$ cat config.mk
export PLATFORM = sky130hd
export DESIGN_NAME = dashed_polyline_stroker
export DESIGN_NICKNAME = d
export VERILOG_FILES = /design/src/rtl/dps_pkg.sv /design/src/rtl/dashed_polyline_stroker.sv
export SDC_FILE = /design/constraint.sdc
export NUM_CORES = 1
export LEC_CHECK = 0
export BUFFER_PORTS_ARGS = -buffer_cell sky130_fd_sc_hd__buf_2
export CORE_ASPECT_RATIO = 1.75
export CORE_UTILIZATION = 55
export CTS_CLUSTER_DIAMETER = 100
export DETAILED_ROUTE_END_ITERATION = 10
export GPL_TIMING_DRIVEN = 0
export PLACE_DENSITY = 0.77
export SLEW_MARGIN = 20
export SYNTH_ARGS = -nofsm -noshare
export SYNTH_HDL_FRONTEND = slang
export SYNTH_SLANG_ARGS = --single-unit
export TNS_END_PERCENT = 50
$ cat constraint.sdc
create_clock -name clk -period 23.4 [get_ports clk]
set_input_delay 1.17 -clock clk [delete_from_list [all_inputs] [get_ports clk]]
set_output_delay 1.17 -clock clk [all_outputs]
set_load 0.005 [all_outputs]
$ cat src/rtl/dps_pkg.sv
// Package for the dashed polyline stroker: payload structs, widths and
// register indexes. No dependencies.
package dps_pkg;

  localparam int COORD_BITS = 11;
  localparam int LEN_BITS = 16;
  localparam int DEF_FRAC_BITS = 4;
  localparam int DEF_MAX_POINTS = 64;
  localparam logic [LEN_BITS-1:0] STROKE_RESET = 16'd230;
  localparam logic [LEN_BITS-1:0] GAP_RESET = 16'd115;

  localparam logic REG_STROKE_LENGTH = 1'b0;
  localparam logic REG_GAP_LENGTH = 1'b1;

  typedef struct packed {
    logic [COORD_BITS-1:0] vertex_x;
    logic [COORD_BITS-1:0] vertex_y;
    logic                  contour_first;
    logic                  contour_last;
  } vertex_t;

  typedef struct packed {
    logic [COORD_BITS-1:0] point_x;
    logic [COORD_BITS-1:0] point_y;
    logic                  stroke_begin;
    logic                  stroke_end;
    logic                  overflow;
    logic                  last_of_item;
  } point_t;

endpackage

$ cat src/rtl/dashed_polyline_stroker.sv
// Dashed polyline stroker top level: sequencer around one shared multiplier
// and separate subtract/compare logic for square root and division. Uses dps_pkg.
//
//   channel  direction  handshake            payload
//   in_      input      in_valid / in_stall  vertex_t
//   out_     output     out_valid/out_stall  point_t
//   cfg_     input      cfg_we               cfg_addr, cfg_wdata
//
// A contour-start vertex emits its point with no arithmetic. A segment length squares dx
// and dy, sums them and takes the root (one root bit a cycle); each dash cut adds
// a multiply and restoring division per coordinate (none when the cut falls on
// the pen), a step to move the pen and a new segment length. Each point waits
// in a pending register while out_stall holds; a last step closes the vertex.
// in_stall is high from acceptance until the last point sits in the output
// register. Reset is synchronous, active low; out_stall only holds points back.
module dashed_polyline_stroker
  import dps_pkg::*;
#(
  parameter int FRAC_BITS = DEF_FRAC_BITS,
  parameter int MAX_POINTS_PER_VERTEX = DEF_MAX_POINTS
) (
  input  logic                clk,
  input  logic                rst_n,
  input  logic                in_valid,
  output logic                in_stall,
  input  vertex_t             in_data,
  output logic                out_valid,
  input  logic                out_stall,
  output point_t              out_data,
  input  logic                cfg_we,
  input  logic                cfg_addr,
  input  logic [LEN_BITS-1:0] cfg_wdata
);

  localparam int CB = COORD_BITS;
  localparam int LEN_W = CB + FRAC_BITS + 1;
  localparam int RAD_W = 2 * LEN_W;
  localparam int PROD_W = CB + LEN_W;
  localparam int NUM_W = PROD_W + 1;
  localparam int SUM_W = ((LEN_W > LEN_BITS) ? LEN_W : LEN_BITS) + 1;
  localparam int IT_W = $clog2(LEN_W + 1);
  localparam int CNT_W = $clog2(MAX_POINTS_PER_VERTEX + 1);

  localparam logic [3:0] S_IDLE  = 4'd0;
  localparam logic [3:0] S_SQX   = 4'd1;
  localparam logic [3:0] S_SQY   = 4'd2;
  localparam logic [3:0] S_SQA   = 4'd3;
  localparam logic [3:0] S_SQRT  = 4'd4;
  localparam logic [3:0] S_CMP   = 4'd5;
  localparam logic [3:0] S_M0    = 4'd6;
  localparam logic [3:0] S_M1    = 4'd7;
  localparam logic [3:0] S_M2    = 4'd8;
  localparam logic [3:0] S_DIV   = 4'd9;
  localparam logic [3:0] S_APPLY = 4'd10;
  localparam logic [3:0] S_EMIT  = 4'd11;
  localparam logic [3:0] S_FIN   = 4'd12;

  logic [3:0]          state_r, ret_r;
  logic [LEN_BITS-1:0] stroke_len_r, gap_len_r, phase_r, need_r;
  logic [CB-1:0]       pen_x_r, pen_y_r, vx_r, vy_r, qx_r, q_r, lo_r;
  logic                last_r, in_gap_r, active_r, open_r, ovf_r, axis_r;
  logic [LEN_W-1:0]    len_r, root_r;
  logic [LEN_W:0]      rem_r;
  logic [RAD_W-1:0]    rad_r;
  logic [PROD_W-1:0]   prod_r;
  logic [NUM_W-1:0]    num_r;
  logic [IT_W-1:0]     it_r;
  logic [CNT_W-1:0]    cnt_r;
  point_t              em_r, pend_r, out_r;
  logic                pend_v_r, out_v_r;

  logic [CB-1:0]       dx, dy, mul_a, pos_p, pos_v;
  logic [LEN_W-1:0]    mul_b;
  logic [PROD_W-1:0]   mul_p;
  logic [LEN_W+2:0]    sq_rem2, sq_trial;
  logic [LEN_W+1:0]    dv_rem2;
  logic [SUM_W-1:0]    ph_sum;
  logic [LEN_BITS-1:0] limit;
  logic [NUM_W-1:0]    num_sum;
  logic                out_free, in_acc, out_load;
  point_t              fin_pt;

  assign in_stall = (state_r != S_IDLE);
  assign in_acc = in_valid && !in_stall;
  assign out_valid = out_v_r;
  assign out_data = out_r;
  assign out_free = !out_v_r || !out_stall;

  assign dx = (pen_x_r > vx_r) ? pen_x_r - vx_r : vx_r - pen_x_r;
  assign dy = (pen_y_r > vy_r) ? pen_y_r - vy_r : vy_r - pen_y_r;
  assign pos_p = axis_r ? pen_y_r : pen_x_r;
  assign pos_v = axis_r ? vy_r : vx_r;
  assign limit = in_gap_r ? gap_len_r : stroke_len_r;
  assign ph_sum = SUM_W'(phase_r) + SUM_W'(root_r);
  assign num_sum = num_r + NUM_W'(prod_r);

  assign out_load = pend_v_r && out_free &&
                    ((state_r == S_EMIT && cnt_r != CNT_W'(MAX_POINTS_PER_VERTEX)) ||
                     state_r == S_FIN);
  assign fin_pt = '{pend_r.point_x, pend_r.point_y, pend_r.stroke_begin,
                    pend_r.stroke_end || (last_r && !ovf_r && open_r), ovf_r, 1'b1};

  always_comb begin
    unique case (state_r)
      S_SQX: begin
        mul_a = dx;
        mul_b = LEN_W'(dx);
      end
      S_SQY: begin
        mul_a = dy;
        mul_b = LEN_W'(dy);
      end
      S_M0: begin
        mul_a = pos_p;
        mul_b = len_r - LEN_W'(need_r);
      end
      default: begin
        mul_a = pos_v;
        mul_b = LEN_W'(need_r);
      end
    endcase
  end

  assign mul_p = PROD_W'(mul_a) * PROD_W'(mul_b);
  assign sq_rem2 = {rem_r, rad_r[RAD_W-1 -: 2]};
  assign sq_trial = {1'b0, root_r, 2'b01};
  assign dv_rem2 = {rem_r, lo_r[CB-1]};

  always_ff @(posedge clk) begin
    if (!rst_n) begin
      state_r <= S_IDLE;
      stroke_len_r <= STROKE_RESET;
      gap_len_r <= GAP_RESET;
      pen_x_r <= '0;
      pen_y_r <= '0;
      phase_r <= '0;
      in_gap_r <= 1'b0;
      active_r <= 1'b0;
      open_r <= 1'b0;
      pend_v_r <= 1'b0;
      out_v_r <= 1'b0;
      ovf_r <= 1'b0;
      cnt_r <= '0;
    end else begin
      if (out_load) begin
        out_r <= (state_r == S_FIN) ? fin_pt : pend_r;
        out_v_r <= 1'b1;
      end else if (!out_stall) begin
        out_v_r <= 1'b0;
      end
      if (cfg_we) begin
        unique case (cfg_addr)
          REG_STROKE_LENGTH: stroke_len_r <= cfg_wdata;
          REG_GAP_LENGTH: gap_len_r <= cfg_wdata;
          default: ;
        endcase
      end
      unique case (state_r)
        S_IDLE: begin
          if (in_acc) begin
            vx_r <= in_data.vertex_x;
            vy_r <= in_data.vertex_y;
            last_r <= in_data.contour_last;
            cnt_r <= '0;
            ovf_r <= 1'b0;
            pend_v_r <= 1'b0;
            if (in_data.contour_first || !active_r) begin
              pen_x_r <= in_data.vertex_x;
              pen_y_r <= in_data.vertex_y;
              in_gap_r <= 1'b0;
              phase_r <= '0;
              active_r <= 1'b1;
              open_r <= 1'b1;
              em_r <= '{in_data.vertex_x, in_data.vertex_y, 1'b1, 1'b0, 1'b0, 1'b0};
              ret_r <= S_FIN;
              state_r <= S_EMIT;
            end else begin
              state_r <= S_SQX;
            end
          end
        end
        S_SQX: begin
          prod_r <= mul_p;
          state_r <= S_SQY;
        end
        S_SQY: begin
          rad_r <= RAD_W'(prod_r);
          prod_r <= mul_p;
          state_r <= S_SQA;
        end
        S_SQA: begin
          rad_r <= (rad_r + RAD_W'(prod_r)) << (2 * FRAC_BITS);
          rem_r <= '0;
          root_r <= '0;
          it_r <= IT_W'(LEN_W);
          state_r <= S_SQRT;
        end
        S_SQRT: begin
          if (sq_rem2 >= sq_trial) begin
            rem_r <= (LEN_W+1)'(sq_rem2 - sq_trial);
            root_r <= {root_r[LEN_W-2:0], 1'b1};
          end else begin
            rem_r <= (LEN_W+1)'(sq_rem2);
            root_r <= {root_r[LEN_W-2:0], 1'b0};
          end
          rad_r <= rad_r << 2;
          it_r <= it_r - 1'b1;
          if (it_r == IT_W'(1)) begin
            state_r <= S_CMP;
          end
        end
        S_CMP: begin
          len_r <= root_r;
          if (ph_sum <= SUM_W'(limit)) begin
            phase_r <= LEN_BITS'(ph_sum);
            if (!in_gap_r) begin
              em_r <= '{vx_r, vy_r, 1'b0, 1'b0, 1'b0, 1'b0};
              ret_r <= S_FIN;
              state_r <= S_EMIT;
            end else begin
              state_r <= S_FIN;
            end
          end else begin
            need_r <= (phase_r > limit) ? '0 : limit - phase_r;
            axis_r <= 1'b0;
            if (phase_r >= limit) begin
              qx_r <= pen_x_r;
              q_r <= pen_y_r;
              state_r <= S_APPLY;
            end else begin
              state_r <= S_M0;
            end
          end
        end
        S_M0: begin
          prod_r <= mul_p;
          state_r <= S_M1;
        end
        S_M1: begin
          num_r <= NUM_W'(prod_r);
          prod_r <= mul_p;
          state_r <= S_M2;
        end
        S_M2: begin
          rem_r <= num_sum[NUM_W-1:CB];
          lo_r <= num_sum[CB-1:0];
          it_r <= IT_W'(CB);
          state_r <= S_DIV;
        end
        S_DIV: begin
          if (dv_rem2 >= (LEN_W+2)'(len_r)) begin
            rem_r <= (LEN_W+1)'(dv_rem2 - (LEN_W+2)'(len_r));
            q_r <= {q_r[CB-2:0], 1'b1};
          end else begin
            rem_r <= (LEN_W+1)'(dv_rem2);
            q_r <= {q_r[CB-2:0], 1'b0};
          end
          lo_r <= lo_r << 1;
          it_r <= it_r - 1'b1;
          if (it_r == IT_W'(1)) begin
            if (!axis_r) begin
              axis_r <= 1'b1;
              state_r <= S_M0;
            end else begin
              state_r <= S_APPLY;
            end
          end
          if (it_r == IT_W'(1) && !axis_r) begin
            qx_r <= {q_r[CB-2:0], (dv_rem2 >= (LEN_W+2)'(len_r))};
          end
        end
        S_APPLY: begin
          pen_x_r <= qx_r;
          pen_y_r <= q_r;
          phase_r <= '0;
          in_gap_r <= !in_gap_r;
          open_r <= in_gap_r;
          em_r <= '{qx_r, q_r, in_gap_r, !in_gap_r, 1'b0, 1'b0};
          ret_r <= S_SQX;
          state_r <= S_EMIT;
        end
        S_EMIT: begin
          if (cnt_r == CNT_W'(MAX_POINTS_PER_VERTEX)) begin
            ovf_r <= 1'b1;
            state_r <= S_FIN;
          end else if (!pend_v_r || out_free) begin
            pend_r <= em_r;
            pend_v_r <= 1'b1;
            cnt_r <= cnt_r + 1'b1;
            state_r <= ret_r;
          end
        end
        S_FIN: begin
          if (!pend_v_r || out_free) begin
            pend_v_r <= 1'b0;
            pen_x_r <= vx_r;
            pen_y_r <= vy_r;
            if (last_r) begin
              open_r <= 1'b0;
              active_r <= 1'b0;
            end
            state_r <= S_IDLE;
          end
        end
        default: state_r <= S_IDLE;
      endcase
    end
  end

endmodule
==> results of run 1 <==
## logic make-up after synthesis
| group | after synthesis | synth area share, % |
|---|---|---|
| flip-flops | 376 | 35.21 |
| XOR/XNOR | 129 | 3.818 |
| multiplexers | 73 | 2.507 |
| AO/OA/AOI/OAI | 779 | 17.83 |
| buffers and inverters | 466 | 5.987 |
| AND/OR/NAND/NOR | 920 | 14.61 |
| adder cells (fa/ha/maj) | 393 | 20.04 |
## Yosys cell counts, types with 29 or more instances
cell      number
nand2_1      310
mux2i_1       64
dfxtp_1       87
and2_1        79
a21oi_1      178
a221oi_1      30
nor2_1       231
nor2b_1       44
a211oi_1      45
edfxtp_1     289
o21ai_0      154
xor2_1        47
clkbuf_1      93
xnor2_1       82
o21a_1        29
nand3_1       55
fa_1         135
nor3_1        58
inv_1        353
ha_1         258
a21o_1        59
nand2b_1      37
## worst reg2reg max path, delay by kind of cell, from the launching register on
kind | cells | cell delay [ns]
flip-flops | 1 | 0.52
multiplexers | 1 | 0.40
AND/OR/NAND/NOR | 4 | 0.65
AO/OA/AOI/OAI | 11 | 3.63
XOR/XNOR | 1 | 0.25
buffers and inverters | 9 | 1.51
adder cells (fa/ha/maj) | 7 | 3.24
## final timing paths
path	start	endpoint	cells after the start
worst max-delay path	pen_y_r[7]$_SDFFE_PN0P_	prod_r[23]$_DFFE_PP_	33
worst min-delay path	fin_pt[18]$_DFFE_PP_	out_data[18]$_DFFE_PP_	0
worst max register to register	pen_y_r[7]$_SDFFE_PN0P_	prod_r[23]$_DFFE_PP_	33
worst min register to register	fin_pt[18]$_DFFE_PP_	out_data[18]$_DFFE_PP_	0
## state kept, by name, summed over array words and instances (netlist names), 16 cells and up
register	count
fin_pt	23
out_data	26
prod_r	27
phase_r	16
rad_r	32
len_r	16
num_r	27
gap_len_r	16
rem_r	17
em_r	24
need_r	16
root_r	16
stroke_len_r	16
## final cells by class
cell class                 count  share of cell area [%]
buffer                       112                   1.371
multi-input combinational   2294                   54.14
sequential                   376                   32.24
clock inverter                20                  0.7550
clock buffer                  46                   3.128
inverter                     354                   4.112
timing repair buffer          86                   1.599
tap                          684                   2.648
## per-stage QoR
step / instance area [sq um] / hold slack (ns) / setup slack (ns) / std cells / util [%]
final: 32320 / 0.3971 / 12.96 / 3972 / 60.69
after global routing: 32320 / 0.4145 / 12.49 / 3972 / 60.69
after CTS: 32320 / 0.4002 / 13.05 / 3972 / 60.69
after detailed placement: 31060 / 0.4045 / 13.11 / 3906 / 58.33
after global placement: 30810 / 0.4023 / 13.23 / 3892 / 57.86
after floorplan: 29590 / 0.4003 / 15.06 / 3136 / -
## layer usage
metal	part of all wire (%)	GRT usage [%]
met3	5.8	5.347
met1	34	33.28
met4	9.2	26.87
met2	51	60.63
met5	0	0
==> results.toml, run 1 <==
[finish]
final_common_cell = "inv_1"
multi_input_area_sq_um = 17500
final_cell_mix = "inv_1, nand2_1, edfxtp_1"
ff_latch_area_sq_um = 10420
syn_to_final_growth_pct = 9.195
n_antenna_cell = 0
fillers = 4470
drive_gt1_share_pct = 6.174
nets = 3700

[worst_setup_path]
cp-start-kind = "flop"
crit_buf_inv = 9
cp_slowest_stage_delay_ns = 0.83
worstPathRequired_ns = 23.70
crit_type = "flop to flop"
cpMostUsedCell = "inv_1"
crit_arrival_ns = 10.74
reg2reg_slack_ns = 12.96
critPathTopFamily = "compound AO/OA/AOI/OAI gates"
slowest_stage = "a32oi_1"
critical_path_peak_fanout = 10
crit_path_end_kind = "flop"

[run_status]
outcome = "completed"

[sta]
worst_pin_slew_ns = 1.192
fmax_mhz = 95.78
rsz0062_at_grt = "no"
final-hold-violation-count = 0
setup_viol = 0
min_period_ns = 10.44
fin_tns_setup_ns = 0
slew_violations = 0
min_period_over_period_pct = 44.62
clock-skew-final_ns = 0.03282
slew-limit-headroom_pct = 20.27

[global_routing]
antenna_found_initial = 0
grt_pass1_vias = 25419
grt.overflow.total = 0
grt_max_degree = 27
grt_usage_pct = 33.41
grt_pass1_wl_mm = 138.9

[route]
vias_per_cell = 6.219
dr.pass1.iters = 6
routedWlPerCell_um = 22.86
drc = 0
drt_iter0_markers = 1742
via_count = 24702
antenna_left = 0
wl_mm = 90.81

[logic_synthesis]
synth_area_leaders = "edfxtp_1, ha_1, fa_1"
syn_avg_cell_area_sq_um = 9.437
ys.warnings.count = 0
synth_edf_count = 289
ys_types = 79
syn_nets = 3575
syn_area_sq_um = 29590
async_flop_share_pct = 0
syn_inst = 3136
yosysTopAreaCellShare_pct = 29.32
ys.flop_type = "edfxtp_1"
seq_area_frac_synth_pct = 35.21
synth.largest_area_cell = "edfxtp_1"
synth-seq-cells = 376

[die]
initial_core_util_pct = 55.58
coreArea_sq_um = 53250
rows = 112
ios = 74
die_w_um = 177.4
dieArea_sq_um = 54780
die_h_um = 308.9

[clocking]
cts_setup_buffers = 0
cts_tree = "done"
htreeDepth = 2
root_buffer = "clkbuf_16"
cts_buffers = 37
cts_max_path_buffers = 3
clock_latency_ns = 0.57
cts_num_sinks = 376
clkTransAtPathRegs_ns = 0.07
ctsResizeCount = 0
postCtsHoldBufs = 0

[job]
drv_cap = 0

[hold_path]
hold_class = "flop to flop"

[place]
dpl.hpwl_mm = 72.53
place.gp.congestion = 1.013
port_buffers = 72
Power of run 1 is left out: the tool's default activity adds up to more than one toggle a clock period on the data nets, which glitch-free logic cannot reach.
==> run 2, diff against run 1 <==
Settings changed: PLACE_DENSITY 0.77 to 0.79.
Clock period 23.4 ns to 9 ns, I/O delays scaled along.
==> results.toml, run 2 (synthesis results as in run 1) <==
[run_status]
outcome = "completed"

[job]
drv_cap = 0

[die]
rows = 112
coreArea_sq_um = 53250
dieArea_sq_um = 54780
initial_core_util_pct = 55.58
die_w_um = 177.4
die_h_um = 308.9
ios = 74

[worst_setup_path]
cp.depth = 32
crit_buf_inv = 7
critPathTopFamily = "adder cells"
crit_type = "flop to flop"
worstPathRequired_ns = 9.29
critical_path_peak_fanout = 6
crit_path_end_kind = "flop"
r2r_cells = 32
cp-start-kind = "flop"
slowest_stage = "or4b_4"
cp_slowest_stage_delay_ns = 0.56
crit_arrival_ns = 9.18

[route]
antenna_left = 0
vias_per_cell = 6.453
via_count = 26012
drt_iter0_markers = 2274
routedWlPerCell_um = 25.27
drc = 0
dr.pass1.iters = 8
wl_mm = 101.8

[sta]
setup_viol = 0
slew_violations = 0
worst_pin_slew_ns = 1.331
min_period_over_period_pct = 98.74
fin_ws_ns = 0.1134
final-hold-violation-count = 0
fmax_mhz = 112.5
min_period_ns = 8.887
slew-limit-headroom_pct = 11.26
clock-skew-final_ns = 0.02860

[hold_path]
holdPathStages = 1
hold_class = "input pin to flop"

[place]
placed_area_sq_um = 31090
place_ws_ns = -1.355
dpl.hpwl_mm = 74.83
port_buffers = 72
place.gp.congestion = 1.080

[finish]
syn_to_final_growth_pct = 13.03
max_flop_register = "rad_r"
nets = 3753
finish.utilization_pct = 62.82
drive_gt1_share_pct = 10.62
final_cell_mix = "inv_1, nand2_1, edfxtp_1"
final_common_cell = "inv_1"
largest_register_ffs = 32
stdcell_area_sq_um = 33450
reg_top3 = "rad_r x32, num_r x27, prod_r x27"
fillers = 4201

[clocking]
cts_tree = "done"
cts_max_path_buffers = 3
postCtsHoldBufs = 0
htreeDepth = 2
cts_num_sinks = 376
cts_buffers = 37
root_buffer = "clkbuf_16"
clkTransAtPathRegs_ns = 0.07
clock_latency_ns = 0.58

[global_routing]
grt_pass1_vias = 26316
grt.overflow.total = 0
antenna_found_initial = 11
grt_max_degree = 26
grt_usage_pct = 37.81
grt_pass1_wl_mm = 152.5
run 2: cell count changes in the layout (fill, tap and decap cells not counted), sizes merged:
cell / previous run / this run
a211o: 11 / 12
buf: 105 / 167
bufinv: 4 / 5
clkbuf: 139 / 128
clkinv: 9 / 12
clkinvlp: 2 / 5
diode: 0 / 5
inv: 359 / 354
run 2: cell type report:
cell class                 instances  area (sq um)  share of cell area, %
buffer                           106         478.0                  1.429
sequential                       376         10450                  31.24
clock inverter                    22         286.5                 0.8565
clock buffer                      45         973.4                  2.910
inverter                         354          1339                  4.002
tap                              684         855.8                  2.558
multi-input combinational       2295         18060                  53.99
antenna                            5         12.51                0.03740
timing repair buffer             144         997.2                  2.981
run 2: what timing repair did:
action / CTS / global route
pin swaps: 5 / 40
setup endpoints to repair: 15 / 14
resized for setup: 42 / 114
gates cloned: 0 / 1
buffers inserted: 18 / 37
run 2: worst register-to-register path: cells and delay by family, from the launching register on:
family / cells / cell delay (ns)
flip-flops: 1 / 0.45
XOR/XNOR: 1 / 0.17
adder cells (fa/ha/maj): 7 / 3.12
buffers and inverters: 7 / 0.58
AO/OA/AOI/OAI: 13 / 3.12
AND/OR/NAND/NOR: 4 / 1.18
run 2: final timing paths:
path	start	to	slack [ns]
max reg2reg	vx_r[7]$_DFFE_PP_	prod_r[26]$_DFFE_PP_	0.11
max	vx_r[7]$_DFFE_PP_	prod_r[26]$_DFFE_PP_	0.11
min reg2reg	em_r[4]$_DFFE_PP_	fin_pt[4]$_DFFE_PP_	0.42
min	in_data[0]	last_r$_DFFE_PP_	0.07
run 2: through the flow:
stage / instances / setup TNS, ns / hold slack (ns)
4_1_cts: 3991 / 0 / 0.07295
6_report: 4031 / 0 / 0.07234
3_5_place_dp: 3907 / -11.28 / 0.4056
3_3_place_gp: 3892 / -10.76 / 0.4016
2_1_floorplan: 3136 / 0 / 0.4003
5_1_grt: 4028 / -0.3751 / 0.06761
run 2: routing by layer:
| layer | global-route usage (%) | routed length [um] | vias to the layer above |
|---|---|---|---|
| li1 | - | - | 11508 |
| met1 | 34.53 | 30580 | 12314 |
| met2 | 63.07 | 49010 | 1535 |
| met3 | 13.97 | 9735 | 641 |
| met4 | 37.53 | 12410 | 14 |
| met5 | 0 | 115 | - |
Power of run 2 is left out for the same reason.
